`src/rtl/core/hcbd_pkg.sv`:
```
// ----------------------------------------------------------------------------
// hcbd_pkg
// Shared constants and types for the chunked body decoder: the line length
// limit, the result kind codes and the classification of one size line byte.
// ----------------------------------------------------------------------------
package hcbd_pkg;

  // Longest size or trailer line, CR LF included, is LineCap - 1 bytes.
  localparam int unsigned LineCap = 64;
  localparam int unsigned LenW    = $clog2(LineCap);

  // Input action codes.
  localparam logic [1:0] ActByte  = 2'd0;
  localparam logic [1:0] ActBegin = 2'd1;
  localparam logic [1:0] ActEnd   = 2'd2;

  // Result kind codes.
  localparam logic [2:0] KindPayload  = 3'd0;
  localparam logic [2:0] KindComplete = 3'd1;
  localparam logic [2:0] KindTooLong  = 3'd2;
  localparam logic [2:0] KindBadSize  = 3'd3;
  localparam logic [2:0] KindBadEnd   = 3'd4;
  localparam logic [2:0] KindTrunc    = 3'd5;

  // Character codes.
  localparam logic [7:0] ChCr    = 8'h0D;
  localparam logic [7:0] ChLf    = 8'h0A;
  localparam logic [7:0] ChSpace = 8'h20;
  localparam logic [7:0] ChSemi  = 8'h3B;
  localparam logic [7:0] ChNul   = 8'h00;

  // Classification of one byte of a chunk size line.
  typedef struct packed {
    logic       stop;    // terminates the hex scan
    logic       digit;   // is a hex digit
    logic [3:0] value;   // digit value when digit is set
  } hcbd_scan_t;

endpackage

```
`src/rtl/core/hcbd_scan.sv`:
```
// ----------------------------------------------------------------------------
// hcbd_scan
// Classifies one byte of a chunk size line as a scan stop character, a hex
// digit with its value, or neither.
// ----------------------------------------------------------------------------
module hcbd_scan (
  input  logic [7:0]          byte_i,
  output hcbd_pkg::hcbd_scan_t scan_o
);
  import hcbd_pkg::*;

  // Stop characters and hex digit decoding.
  always_comb begin
    scan_o.stop  = (byte_i == ChSemi) || (byte_i == ChCr) || (byte_i == ChLf) ||
                   (byte_i == ChSpace) || (byte_i == ChNul);
    scan_o.digit = 1'b0;
    scan_o.value = 4'd0;
    if (byte_i >= 8'h30 && byte_i <= 8'h39) begin
      scan_o.digit = 1'b1;
      scan_o.value = byte_i[3:0];
    end else if ((byte_i >= 8'h61 && byte_i <= 8'h66) ||
                 (byte_i >= 8'h41 && byte_i <= 8'h46)) begin
      // Letters a to f and A to F share the low three bits: 1 to 6.
      scan_o.digit = 1'b1;
      scan_o.value = 4'd9 + {1'b0, byte_i[2:0]};
    end
  end

endmodule

```
`src/rtl/core/hcbd_core.sv`:
```
// ----------------------------------------------------------------------------
// hcbd_core
// Decoder state and the combinational step: takes one registered item, updates
// the phase, line and chunk counters, and produces at most one result.
// ----------------------------------------------------------------------------
module hcbd_core (
  input  logic       clk_i,
  input  logic       rst_ni,
  input  logic       step_i,
  input  logic [1:0] action_i,
  input  logic [7:0] data_byte_i,
  output logic       res_valid_o,
  output logic [2:0] res_kind_o,
  output logic [7:0] res_byte_o
);
  import hcbd_pkg::*;

  // Phase codes.
  localparam logic [2:0] PhSize    = 3'd0;
  localparam logic [2:0] PhData    = 3'd1;
  localparam logic [2:0] PhCr      = 3'd2;
  localparam logic [2:0] PhLf      = 3'd3;
  localparam logic [2:0] PhTrailer = 3'd4;
  localparam logic [2:0] PhDone    = 3'd5;

  logic [2:0]      phase_q, phase_d;
  logic [LenW-1:0] len_q, len_d;
  logic            prev_cr_q, prev_cr_d;
  logic [31:0]     size_q, size_d;
  logic            digit_seen_q, digit_seen_d;
  logic            stopped_q, stopped_d;
  logic            failed_q, failed_d;
  logic [31:0]     remain_q, remain_d;
  logic            first_zero_q, first_zero_d;

  hcbd_scan_t scan;

  hcbd_scan u_scan (
    .byte_i (data_byte_i),
    .scan_o (scan)
  );

  // Next state and result for one item.
  always_comb begin
    logic        crlf_hit;
    logic [31:0] remain_dec;
    phase_d      = phase_q;
    len_d        = len_q;
    prev_cr_d    = prev_cr_q;
    size_d       = size_q;
    digit_seen_d = digit_seen_q;
    stopped_d    = stopped_q;
    failed_d     = failed_q;
    remain_d     = remain_q;
    first_zero_d = first_zero_q;
    res_valid_o  = 1'b0;
    res_kind_o   = KindPayload;
    res_byte_o   = 8'd0;
    crlf_hit     = 1'b0;
    remain_dec   = remain_q;

    if (action_i == ActBegin) begin
      phase_d      = PhSize;
      remain_d     = 32'd0;
      len_d        = '0;
      prev_cr_d    = 1'b0;
      size_d       = 32'd0;
      digit_seen_d = 1'b0;
      stopped_d    = 1'b0;
      failed_d     = 1'b0;
      first_zero_d = 1'b0;
    end else if (action_i == ActEnd) begin
      if (phase_q != PhDone) begin
        res_valid_o = 1'b1;
        res_kind_o  = KindTrunc;
        phase_d     = PhDone;
      end
    end else if (action_i == ActByte && phase_q != PhDone) begin
      unique case (phase_q)
        PhSize, PhTrailer: begin
          if (len_q >= LenW'(LineCap - 1)) begin
            res_valid_o = 1'b1;
            res_kind_o  = KindTooLong;
            phase_d     = PhDone;
          end else begin
            len_d = len_q + 1'b1;
            if (len_q == '0) begin
              first_zero_d = (data_byte_i == ChNul);
            end
            // Hex scan of the size field.
            if (phase_q == PhSize && !stopped_q && !failed_q) begin
              if (scan.stop) begin
                stopped_d = 1'b1;
              end else if (!scan.digit) begin
                failed_d = 1'b1;
              end else begin
                digit_seen_d = 1'b1;
                if (size_q[31:28] != 4'd0) begin
                  failed_d = 1'b1;
                end else begin
                  size_d = {size_q[27:0], scan.value};
                end
              end
            end
            crlf_hit  = prev_cr_q && (data_byte_i == ChLf) && (len_q != '0);
            prev_cr_d = (data_byte_i == ChCr);
            if (crlf_hit) begin
              if (phase_q == PhSize) begin
                if (failed_d || !digit_seen_d) begin
                  res_valid_o = 1'b1;
                  res_kind_o  = KindBadSize;
                  phase_d     = PhDone;
                end else begin
                  if (size_d == 32'd0) begin
                    phase_d = PhTrailer;
                  end else begin
                    remain_d = size_d;
                    phase_d  = PhData;
                  end
                  len_d        = '0;
                  prev_cr_d    = 1'b0;
                  size_d       = 32'd0;
                  digit_seen_d = 1'b0;
                  stopped_d    = 1'b0;
                  failed_d     = 1'b0;
                  first_zero_d = 1'b0;
                end
              end else if (len_d == LenW'(2) || first_zero_d) begin
                // An empty trailer line, or one that opens with NUL, closes the body.
                res_valid_o = 1'b1;
                res_kind_o  = KindComplete;
                phase_d     = PhDone;
              end else begin
                len_d        = '0;
                prev_cr_d    = 1'b0;
                size_d       = 32'd0;
                digit_seen_d = 1'b0;
                stopped_d    = 1'b0;
                failed_d     = 1'b0;
                first_zero_d = 1'b0;
              end
            end
          end
        end
        PhData: begin
          if (remain_q != 32'd0) begin
            remain_dec = remain_q - 32'd1;
          end
          remain_d = remain_dec;
          if (remain_dec == 32'd0) begin
            phase_d = PhCr;
          end
          res_valid_o = 1'b1;
          res_kind_o  = KindPayload;
          res_byte_o  = data_byte_i;
        end
        PhCr: begin
          if (data_byte_i != ChCr) begin
            res_valid_o = 1'b1;
            res_kind_o  = KindBadEnd;
            phase_d     = PhDone;
          end else begin
            phase_d = PhLf;
          end
        end
        PhLf: begin
          if (data_byte_i != ChLf) begin
            res_valid_o = 1'b1;
            res_kind_o  = KindBadEnd;
            phase_d     = PhDone;
          end else begin
            phase_d      = PhSize;
            len_d        = '0;
            prev_cr_d    = 1'b0;
            size_d       = 32'd0;
            digit_seen_d = 1'b0;
            stopped_d    = 1'b0;
            failed_d     = 1'b0;
            first_zero_d = 1'b0;
          end
        end
        default: begin
          phase_d = phase_q;
        end
      endcase
    end
  end

  // State registers, updated only when an item is stepped.
  always_ff @(posedge clk_i or negedge rst_ni) begin
    if (!rst_ni) begin
      phase_q      <= PhSize;
      len_q        <= '0;
      prev_cr_q    <= 1'b0;
      size_q       <= 32'd0;
      digit_seen_q <= 1'b0;
      stopped_q    <= 1'b0;
      failed_q     <= 1'b0;
      remain_q     <= 32'd0;
      first_zero_q <= 1'b0;
    end else if (step_i) begin
      phase_q      <= phase_d;
      len_q        <= len_d;
      prev_cr_q    <= prev_cr_d;
      size_q       <= size_d;
      digit_seen_q <= digit_seen_d;
      stopped_q    <= stopped_d;
      failed_q     <= failed_d;
      remain_q     <= remain_d;
      first_zero_q <= first_zero_d;
    end
  end

endmodule

```
`src/rtl/core/http_chunked_body_decoder.sv`:
```
// ----------------------------------------------------------------------------
// http_chunked_body_decoder
// Strips HTTP/1.1 chunked transfer framing from a byte stream and passes on
// the chunk payload, followed by a completion or error result.
// ----------------------------------------------------------------------------
// Usage:
//   Input channel (in_valid_i / in_stall_o): each transfer carries an action
//   (body byte, begin new body, end of input) and a data byte.
//   Output channel (out_valid_o / out_stall_i): each transfer carries a result
//   kind (payload byte, complete, line too long, bad size, bad chunk end,
//   truncated) and the payload byte, zero for non-payload kinds.
//   Path: an accepted item is held in the input register, stepped through the
//   decoder when the output register is free or draining, and its result is
//   registered in the output register, from which it is transferred.
//   Throughput: one item per cycle unless the output stalls; decoder state
//   updates once per item, also for items with no result (framing bytes, begin).
//   Stall: while the output register holds a result that is stalled, the
//   input register is held and in_stall_o rises once it is occupied.
//   After any terminal result, body bytes and end of input are dropped until
//   a begin item arrives.
//   Reset: empties both registers and puts the decoder at the start of a size
//   line, as a begin item does.
// ----------------------------------------------------------------------------
module http_chunked_body_decoder (
  input  logic       clk_i,
  input  logic       rst_ni,
  input  logic       in_valid_i,
  output logic       in_stall_o,
  input  logic [1:0] action_i,
  input  logic [7:0] data_byte_i,
  output logic       out_valid_o,
  input  logic       out_stall_i,
  output logic [2:0] kind_o,
  output logic [7:0] out_byte_o
);
  import hcbd_pkg::*;

  logic       in_vld_q;
  logic [1:0] action_q;
  logic [7:0] byte_q;
  logic       out_vld_q;
  logic [2:0] kind_q;
  logic [7:0] obyte_q;

  logic       step;
  logic       res_valid;
  logic [2:0] res_kind;
  logic [7:0] res_byte;

  // The held item steps when the output register is free or draining.
  assign step       = in_vld_q && (!out_vld_q || !out_stall_i);
  assign in_stall_o = in_vld_q && !step;

  hcbd_core u_core (
    .clk_i       (clk_i),
    .rst_ni      (rst_ni),
    .step_i      (step),
    .action_i    (action_q),
    .data_byte_i (byte_q),
    .res_valid_o (res_valid),
    .res_kind_o  (res_kind),
    .res_byte_o  (res_byte)
  );

  // Input register.
  always_ff @(posedge clk_i or negedge rst_ni) begin
    if (!rst_ni) begin
      in_vld_q <= 1'b0;
    end else if (!in_stall_o) begin
      in_vld_q <= in_valid_i;
    end
  end

  always_ff @(posedge clk_i) begin
    if (in_valid_i && !in_stall_o) begin
      action_q <= action_i;
      byte_q   <= data_byte_i;
    end
  end

  // Output register.
  always_ff @(posedge clk_i or negedge rst_ni) begin
    if (!rst_ni) begin
      out_vld_q <= 1'b0;
    end else if (step) begin
      out_vld_q <= res_valid;
    end else if (!out_stall_i) begin
      out_vld_q <= 1'b0;
    end
  end

  always_ff @(posedge clk_i) begin
    if (step && res_valid) begin
      kind_q  <= res_kind;
      obyte_q <= res_byte;
    end
  end

  assign out_valid_o = out_vld_q;
  assign kind_o      = kind_q;
  assign out_byte_o  = obyte_q;

endmodule

```
`config.mk`:
```
export PLATFORM = sky130hd
export DESIGN_NAME = http_chunked_body_decoder
export DESIGN_NICKNAME = d
export VERILOG_FILES = /design/src/rtl/core/hcbd_pkg.sv /design/src/rtl/core/hcbd_scan.sv /design/src/rtl/core/hcbd_core.sv /design/src/rtl/core/http_chunked_body_decoder.sv
export SDC_FILE = /design/constraint.sdc
export NUM_CORES = 1
export LEC_CHECK = 0
export BUFFER_PORTS_ARGS = -buffer_cell sky130_fd_sc_hd__buf_2
export CAP_MARGIN = 20
export CORE_ASPECT_RATIO = 0.5
export CORE_MARGIN = 5
export CORE_UTILIZATION = 57
export CTS_CLUSTER_DIAMETER = 50
export DETAILED_ROUTE_END_ITERATION = 8
export HOLD_SLACK_MARGIN = 0.05
export PLACE_DENSITY = 0.75
export SLEW_MARGIN = 40
export SYNTH_ARGS = -nofsm -noshare
export SYNTH_HDL_FRONTEND = slang
export SYNTH_SLANG_ARGS = --single-unit
```
`constraint.sdc`:
```
create_clock -name clk_i -period 4.21 [get_ports clk_i]
set_input_delay 0 -clock clk_i [delete_from_list [all_inputs] [get_ports clk_i]]
set_output_delay 0 -clock clk_i [all_outputs]
set_load 0.01 [all_outputs]
```
Word-level counts from Yosys, hierarchy flattened:

Index checks and enable logic that the tools add are counted.

* register bits: 101
* bits of input ports: 14
* bits in latches: 0
* ROM bits: 0
* memories kept: 0
* memory bits (writable): 0
* logic and storage cells: 254

* equality and inequality tests: 26
* add/subtract/negate cells: 3
* div/mod/pow operators: 0
* mux-type cells: 155
* shift operators: 0
* bitwise logic cells: 2
* reduce and logical (&&, ||, !) cells: 46
* $lt $le $gt $ge: 7
* $mul: 0

Operators by type and width (number)
* 2-to-1 mux 32 bit: 31
* case mux 32 bit (2 select lines): 2
* 2-to-1 mux 1 bit: 80
* logical NOT 32 bit: 2
* 2-to-1 mux 3 bit: 21
* 2-to-1 mux 6 bit: 9
* nonzero test 32 bit: 1
* subtractor 32 x 1 -> 32 bit (second input constant): 1
* == test 8 x 4 -> 1 bit (second input constant): 2
* == test 8 x 6 -> 1 bit (second input constant): 2
* >= comparator 8 x 7 -> 1 bit (second input constant): 2
* <= comparator 8 x 7 -> 1 bit (second input constant): 2
* inequality test 8 x 4 -> 1 bit (second input constant): 2
* inequality test 3 x 2 -> 1 bit (second input constant): 5
* logical AND 1 bit: 12
* case mux 3 bit (4 select lines): 1
* case mux 6 bit (2 select lines): 1
* nonzero test 6 bit: 2
* 2-to-1 mux 5 bit: 2
* case mux 1 bit (2 select lines): 5
* case mux 3 bit (3 select lines): 1
* AND reduction 9 bit: 1
* nonzero test 3 bit: 3
* >= comparator 8 x 6 -> 1 bit (second input constant): 1
* 31 further kinds: 48

Longest topological paths before layout:

* word-level depth: 24
* gate-level depth with buffers: 12

Hierarchy:

From an unflattened synthesis, not the netlist that was laid out.

* cell total of the unflattened synthesis: 760
* area total of the unflattened synthesis: 6318.6 sq um

By module, submodules not included
* hcbd_core: cells each 697, times used 1, seq. area each 1951.9 sq um, area an instance 5341.4 sq um
* http_chunked_body_decoder: cells each 32, times used 1, seq. area each 680.7 sq um, area an instance 729.4 sq um
* hcbd_scan: cells each 31, times used 1, seq. area each 0.0 sq um, area an instance 247.7 sq um

Least setup slack after synthesis:

No wires, ideal clock.

* path type: reg-to-reg
* from: register byte_q[3]
* to: register kind_q[0], in the netlist kind_o[0], enable pin
* required time: 3817 ps
* stages on the path, launching flop included: 10
* buffers on the path: 1
* slack: 1071 ps
* arrival: 2746 ps
* clock period less this slack: 3139 ps
* cells stage by stage: edfxtp_1 > buf_2 > or4_1 > o32a_1 > nand3_1 > or4_4 > nand3_1 > o21ai_0 > a31oi_1 > nor3_1

* longest elaborated chain between the ends: 24
* elaborated cells between the ends (all ways): 62
* those cells by class: order compare (6); eq/ne (6); mux (35); reduce/logical (15)

RTL lines
* start, declared: RTL line http_chunked_body_decoder.sv:40 `logic [7:0] byte_q;`
* start signal, assigned: RTL line http_chunked_body_decoder.sv:77 `byte_q <= data_byte_i;`
* >= comparator 8 x 7 -> 1 bit, or another cell as far along: RTL line hcbd_scan.sv:21 `end else if ((byte_i >= 8'h61 && byte_i <= 8'h66) ||`
* logical AND 1 bit, on equally long branches: RTL line hcbd_scan.sv:21, hcbd_scan.sv:22
* logical OR 1 bit: RTL line hcbd_scan.sv:21
* 2-to-1 mux 5 bit: RTL line hcbd_scan.sv:21
* 2-to-1 mux 5 bit: RTL line hcbd_scan.sv:18 `if (byte_i >= 8'h30 && byte_i <= 8'h39) begin`
* 2-to-1 mux 1 bit: RTL line hcbd_core.sv:94 `end else if (!scan.digit) begin`
* 2-to-1 mux 1 bit: RTL line hcbd_core.sv:92 `if (scan.stop) begin`
* 2-to-1 mux 1 bit: RTL line hcbd_core.sv:91 `if (phase_q == PhSize && !stopped_q && !failed_q) begin`
* [8 not listed]
* 2-to-1 mux 1 bit: RTL line hcbd_core.sv:108 `if (phase_q == PhSize) begin`
* 2-to-1 mux 1 bit: RTL line hcbd_core.sv:107 `if (crlf_hit) begin`
* 2-to-1 mux 1 bit: RTL line hcbd_core.sv:81 `if (len_q >= LenW'(LineCap - 1)) begin`
* case mux 1 bit (4 select lines) (*): RTL line hcbd_core.sv:79 `unique case (phase_q)`
* 2-to-1 mux 1 bit (*): RTL line hcbd_core.sv:78 `end else if (action_i == ActByte && phase_q != PhDone) begin`
* 2-to-1 mux 1 bit (*): RTL line hcbd_core.sv:72 `end else if (action_i == ActEnd) begin`
* 2-to-1 mux 1 bit (*): RTL line hcbd_core.sv:62 `if (action_i == ActBegin) begin`
* logical AND 1 bit (*): RTL line http_chunked_body_decoder.sv:93 `if (step && res_valid) begin`
* end signal, assigned: RTL line http_chunked_body_decoder.sv:94 `kind_q <= res_kind;`
* end, declared: RTL line http_chunked_body_decoder.sv:42 `logic [2:0] kind_q;`

Mark *: on every way between the ends. The rest lies on a longest branch, timed or not. The select of a mux whose other input is x is not followed.
A chain may end at the register's enable or synchronous reset.

Worst setup path after layout:

* from: register u_core.remain_q[0]
* to: register u_core.phase_q[2]

* longest elaborated chain between the ends: 9
* elaborated cells between the ends (all ways): 10
* those cells by class: add/sub (1); eq/ne (1); mux (5); reduce/logical (3)

RTL lines
* start, declared: RTL line hcbd_core.sv:33 `logic [31:0] remain_q, remain_d;`
* start signal, assigned: RTL line hcbd_core.sv:209 `remain_q <= remain_d;`
* subtractor 32 x 1 -> 32 bit / nonzero test 32 bit (equally long branches): RTL line hcbd_core.sv:147, hcbd_core.sv:146
* 2-to-1 mux 32 bit (*): RTL line hcbd_core.sv:146 `if (remain_q != 32'd0) begin`
* 2-to-1 mux 32 bit (*): RTL line hcbd_core.sv:79
* 2-to-1 mux 32 bit (*): RTL line hcbd_core.sv:78
* 2-to-1 mux 32 bit (*): RTL line hcbd_core.sv:72
* 2-to-1 mux 32 bit (*): RTL line hcbd_core.sv:62
* logical NOT 32 bit (*): RTL line hcbd_core.sv:150 `if (remain_dec == 32'd0) begin`
* inequality test 4 x 1 -> 1 bit (no source line) (*)
* AND reduction 7 bit (no source line) (*)
* end signal, assigned: RTL line hcbd_core.sv:192 `phase_q <= PhSize;`
* end signal, assigned: RTL line hcbd_core.sv:202 `phase_q <= phase_d;`
* end, declared: RTL line hcbd_core.sv:26 `logic [2:0] phase_q, phase_d;`

Marks and branches as above.

==> results.toml <==
[sta]
setup-tns-final_ns = 0
tightest_slew_ns = 0.831
final-setup-viol-count = 0
clock_skew_ns = 0.00571
rsz0062_at_grt = "no"
hold_viol_final = 0
max_freq_mhz = 275
slew_viol_final = 0
slew_headroom_pct = 44.6
fin_crit_sh_pct = 86.5
min_period_ns = 3.64

[power_and_ir_drop]
pwr-share-seq_pct = 30.1
p_leak_nw = 3.03
clkPwrFrac_pct = 18.2
p_int_mw = 2.39
netSwitchingFraction_pct = 48.0
power_density_mw_per_mm2 = 642
power_frac_comb_pct = 51.7
p_sw_mw = 2.21
ir_worst_vdd_mv = 0.356

[clock_tree]
cts_made_buffers = 9
ctsLongestPathBuffers = 2
cts_htree_levels = 3
cts_tree = "built"
cts.sinks = 101
cts.clk_slew.worst_paths_ns = 0.07
clockRootBuffer = "clkbuf_16"
post_cts_resize_count = 0
clk_latency_ns = 0.35

[place]
numPortBuffers = 26
gp_congestion = 0.926
postPlaceCellArea_mm2 = 0.00673
hpwl_um = 12800

[routing]
drt_iter0_markers = 777
wl_per_cell_um = 20.2
post_drt_via_cell_ratio = 6.75
drt-total-wl_um = 18400
vias = 6180
firstDrtPassIters = 5
drc = 0
ant_nets = 0

[setup_path]
critical_path_arrival_ns = 3.90
startpoint = "u_core.remain_q[0]$_DFFE_PN0P_"
reg2reg_depth = 10
r2r_setup_slack_ns = 0.57
worstPathMaxFanout = 12
critical_path.reg2reg.startpoint = "u_core.remain_q[0]$_DFFE_PN0P_"
rr_endpoint = "u_core.phase_q[2]$_DFFE_PN0P_"
start_kind = "register"
critPathRequiredTime_ns = 4.47
crit_type = "reg -> reg"
endpoint_kind = "register"

[die]
chipHeight_um = 85.6
die_w_um = 161
dieArea_mm2 = 0.0138
ios = 27
start_util_pct = 58.8
core_region_area_mm2 = 0.0111
rows = 27

[global_route]
grt_pass1_wl_um = 29900
grt_max_degree = 81
grt_pass1_vias = 5638
overflow = 0
grt_antenna_before_repair = 0
track_usage_pct = 26.9

[logic_synthesis]
syn-num-nets = 774
synth_edf_count = 21
netlist_area_mm2 = 0.00652
synth-main-ff-cell = "dfrtp_1"
synth-seq-area-share_pct = 40.4
syn_inst = 747
yosys_warnings = 0
yosysUniqueCellTypes = 80
syn_avg_cell_area_um2 = 8.72
synth-seq-cells = 101
synthArstFlopShare_pct = 79.2

[layout]
drive_gt1_share_pct = 12.7
final_area_mm2 = 0.00717
post-route-util_pct = 64.7
n_antenna_cell = 0
num-fill-cells = 920
syn2layout_area_growth_pct = 9.98
finalNetCount = 792

[job]
maxCapViolCount = 0

[run_status]
outcome = "completed"

[hold_path]
hp-class = "in -> async"
==> cell usage in the layout (no fill, tap or decap), drive strengths merged, types with 9 or more instances in the layout <==
master and n:
a21oi 54, a31oi 16, buf 36, nor3 29, nand2 77, nand4 17
edfxtp 21, o21ai 67, inv 17, dlygate4sd3 14, nand3 20, nor2 76
and3 24, nor4 22, a22o 26, o31ai 9, ha 13, clkbuf 13
mux2i 10, dfrtp 80, or3 14, a211oi 9, nand2b 9
==> worst max-delay path by stage <==
stage                                          endpoint  cells after the start
final                     u_core.phase_q[2]$_DFFE_PN0P_                     10
after global placement    u_core.phase_q[2]$_DFFE_PN0P_                     10
after floorplan                 kind_o[0]$_SDFFCE_PP0P_                      9
after detailed placement  u_core.phase_q[2]$_DFFE_PN0P_                     10
after global routing      u_core.phase_q[2]$_DFFE_PN0P_                     10
after CTS                 u_core.phase_q[2]$_DFFE_PN0P_                     10
==> layer usage <==
layer,up-vias,track usage (%),routed length [um]
met5,-,0,0
met4,0,7.82,424
met3,45,5.04,1680
met2,325,42.1,8450
met1,2961,38.6,7890
li1,2849,-,-
==> through the flow <==
| step | hold WS [ns] | setup slack [ns] | std cells | total power [mW] |
|---|---|---|---|---|
| floorplan | -0.296 | 1.07 | 747 | 3.17 |
| global placement | 0.177 | 0.837 | 885 | 3.63 |
| detailed placement | 0.0850 | 0.734 | 885 | 3.68 |
| CTS | 0.289 | 0.672 | 915 | 4.53 |
| global route | 0.330 | 0.343 | 915 | 4.89 |
| finish | 0.219 | 0.568 | 915 | 4.61 |
==> power by group through the flow <==
stage                     Clock [mW]  Sequential, mW  Combinational (mW)
after detailed placement           0            1.39                2.29
after floorplan                    0            1.29                1.87
after global placement             0            1.38                2.25
final                          0.840            1.39                2.38
after CTS                      0.843            1.37                2.32
after global routing           0.901            1.41                2.58
==> cell type report <==
class                   instances  area (um2)  area share [%]
clock buffers                  12         268            3.74
clock inverters                 4        27.5           0.384
inverters                      16        60.1           0.838
multi-input cells             586        3640            50.7
flip-flops and latches        101        2630            36.7
well taps                     145         181            2.53
repair buffers                 51         362            5.04
==> worst max-delay path, cell delays in order, from the launching register on <==
cell	delay, ns
dfrtp_1	0.46
inv_1	0.12
ha_1	0.41
nor4b_1	0.42
nand2_1	0.39
a211oi_1	0.51
xnor2_2	0.20
nand4_1	0.15
nor4_2	0.36
a31oi_1	0.25
o31ai_1	0.28
==> cells by family (layout without fill, tap and decap cells) <==
| logic type | Yosys count | count (layout) | synth area share [%] |
|---|---|---|---|
| and+or+nand+nor | 324 | 324 | 26.0 |
| adders and majority gates | 13 | 13 | 2.50 |
| muxes | 14 | 14 | 2.23 |
| AOI/OAI and AO/OA | 228 | 228 | 23.5 |
| DFF | 101 | 101 | 40.4 |
| buffers and inverters | 60 | 83 | 4.30 |
| xor gates and xnor gates | 7 | 7 | 1.06 |
==> synth_stat cells, drive strengths merged, types with 7 or more instances <==
| library cell | instances | share of area, % |
|---|---|---|
| or2 | 8 | 0.77 |
| nor4 | 22 | 2.4 |
| buf | 16 | 1.5 |
| nor2 | 76 | 4.4 |
| nand3 | 20 | 1.5 |
| a211oi | 9 | 1.2 |
| a21oi | 54 | 4.1 |
| and3 | 24 | 2.3 |
| mux2i | 10 | 1.5 |
| inv | 15 | 0.86 |
| o21ai | 67 | 5.1 |
| or4 | 7 | 0.98 |
| clkbuf | 27 | 1.7 |
| nand2b | 9 | 0.86 |
| a22o | 26 | 3.5 |
| dfrtp | 80 | 31 |
| o31ai | 9 | 1.1 |
| nand4 | 17 | 1.7 |
| a31oi | 16 | 1.8 |
| or3 | 14 | 1.4 |
| edfxtp | 21 | 9.7 |
| nor3 | 29 | 2.8 |
| ha | 13 | 2.5 |
| nand2 | 77 | 4.4 |
==> flip-flops by register name (all words and copies together), names as in the netlist <==
signal,flops
out_byte_o,8
u_core.first_zero_q,1
byte_q,8
u_core.len_q,6
action_q,2
u_core.remain_q,32
u_core.failed_q,1
u_core.prev_cr_q,1
in_vld_q,1
out_valid_o,1
u_core.digit_seen_q,1
u_core.phase_q,3
u_core.stopped_q,1
u_core.size_q,32
kind_o,3
==> repair_timing <==
item	4_1_cts	5_1_grt
endpoints found under the hold margin	92	0
hold buffers	14	0
setup buffers	0	0
(Power assumes the default switching activity.)
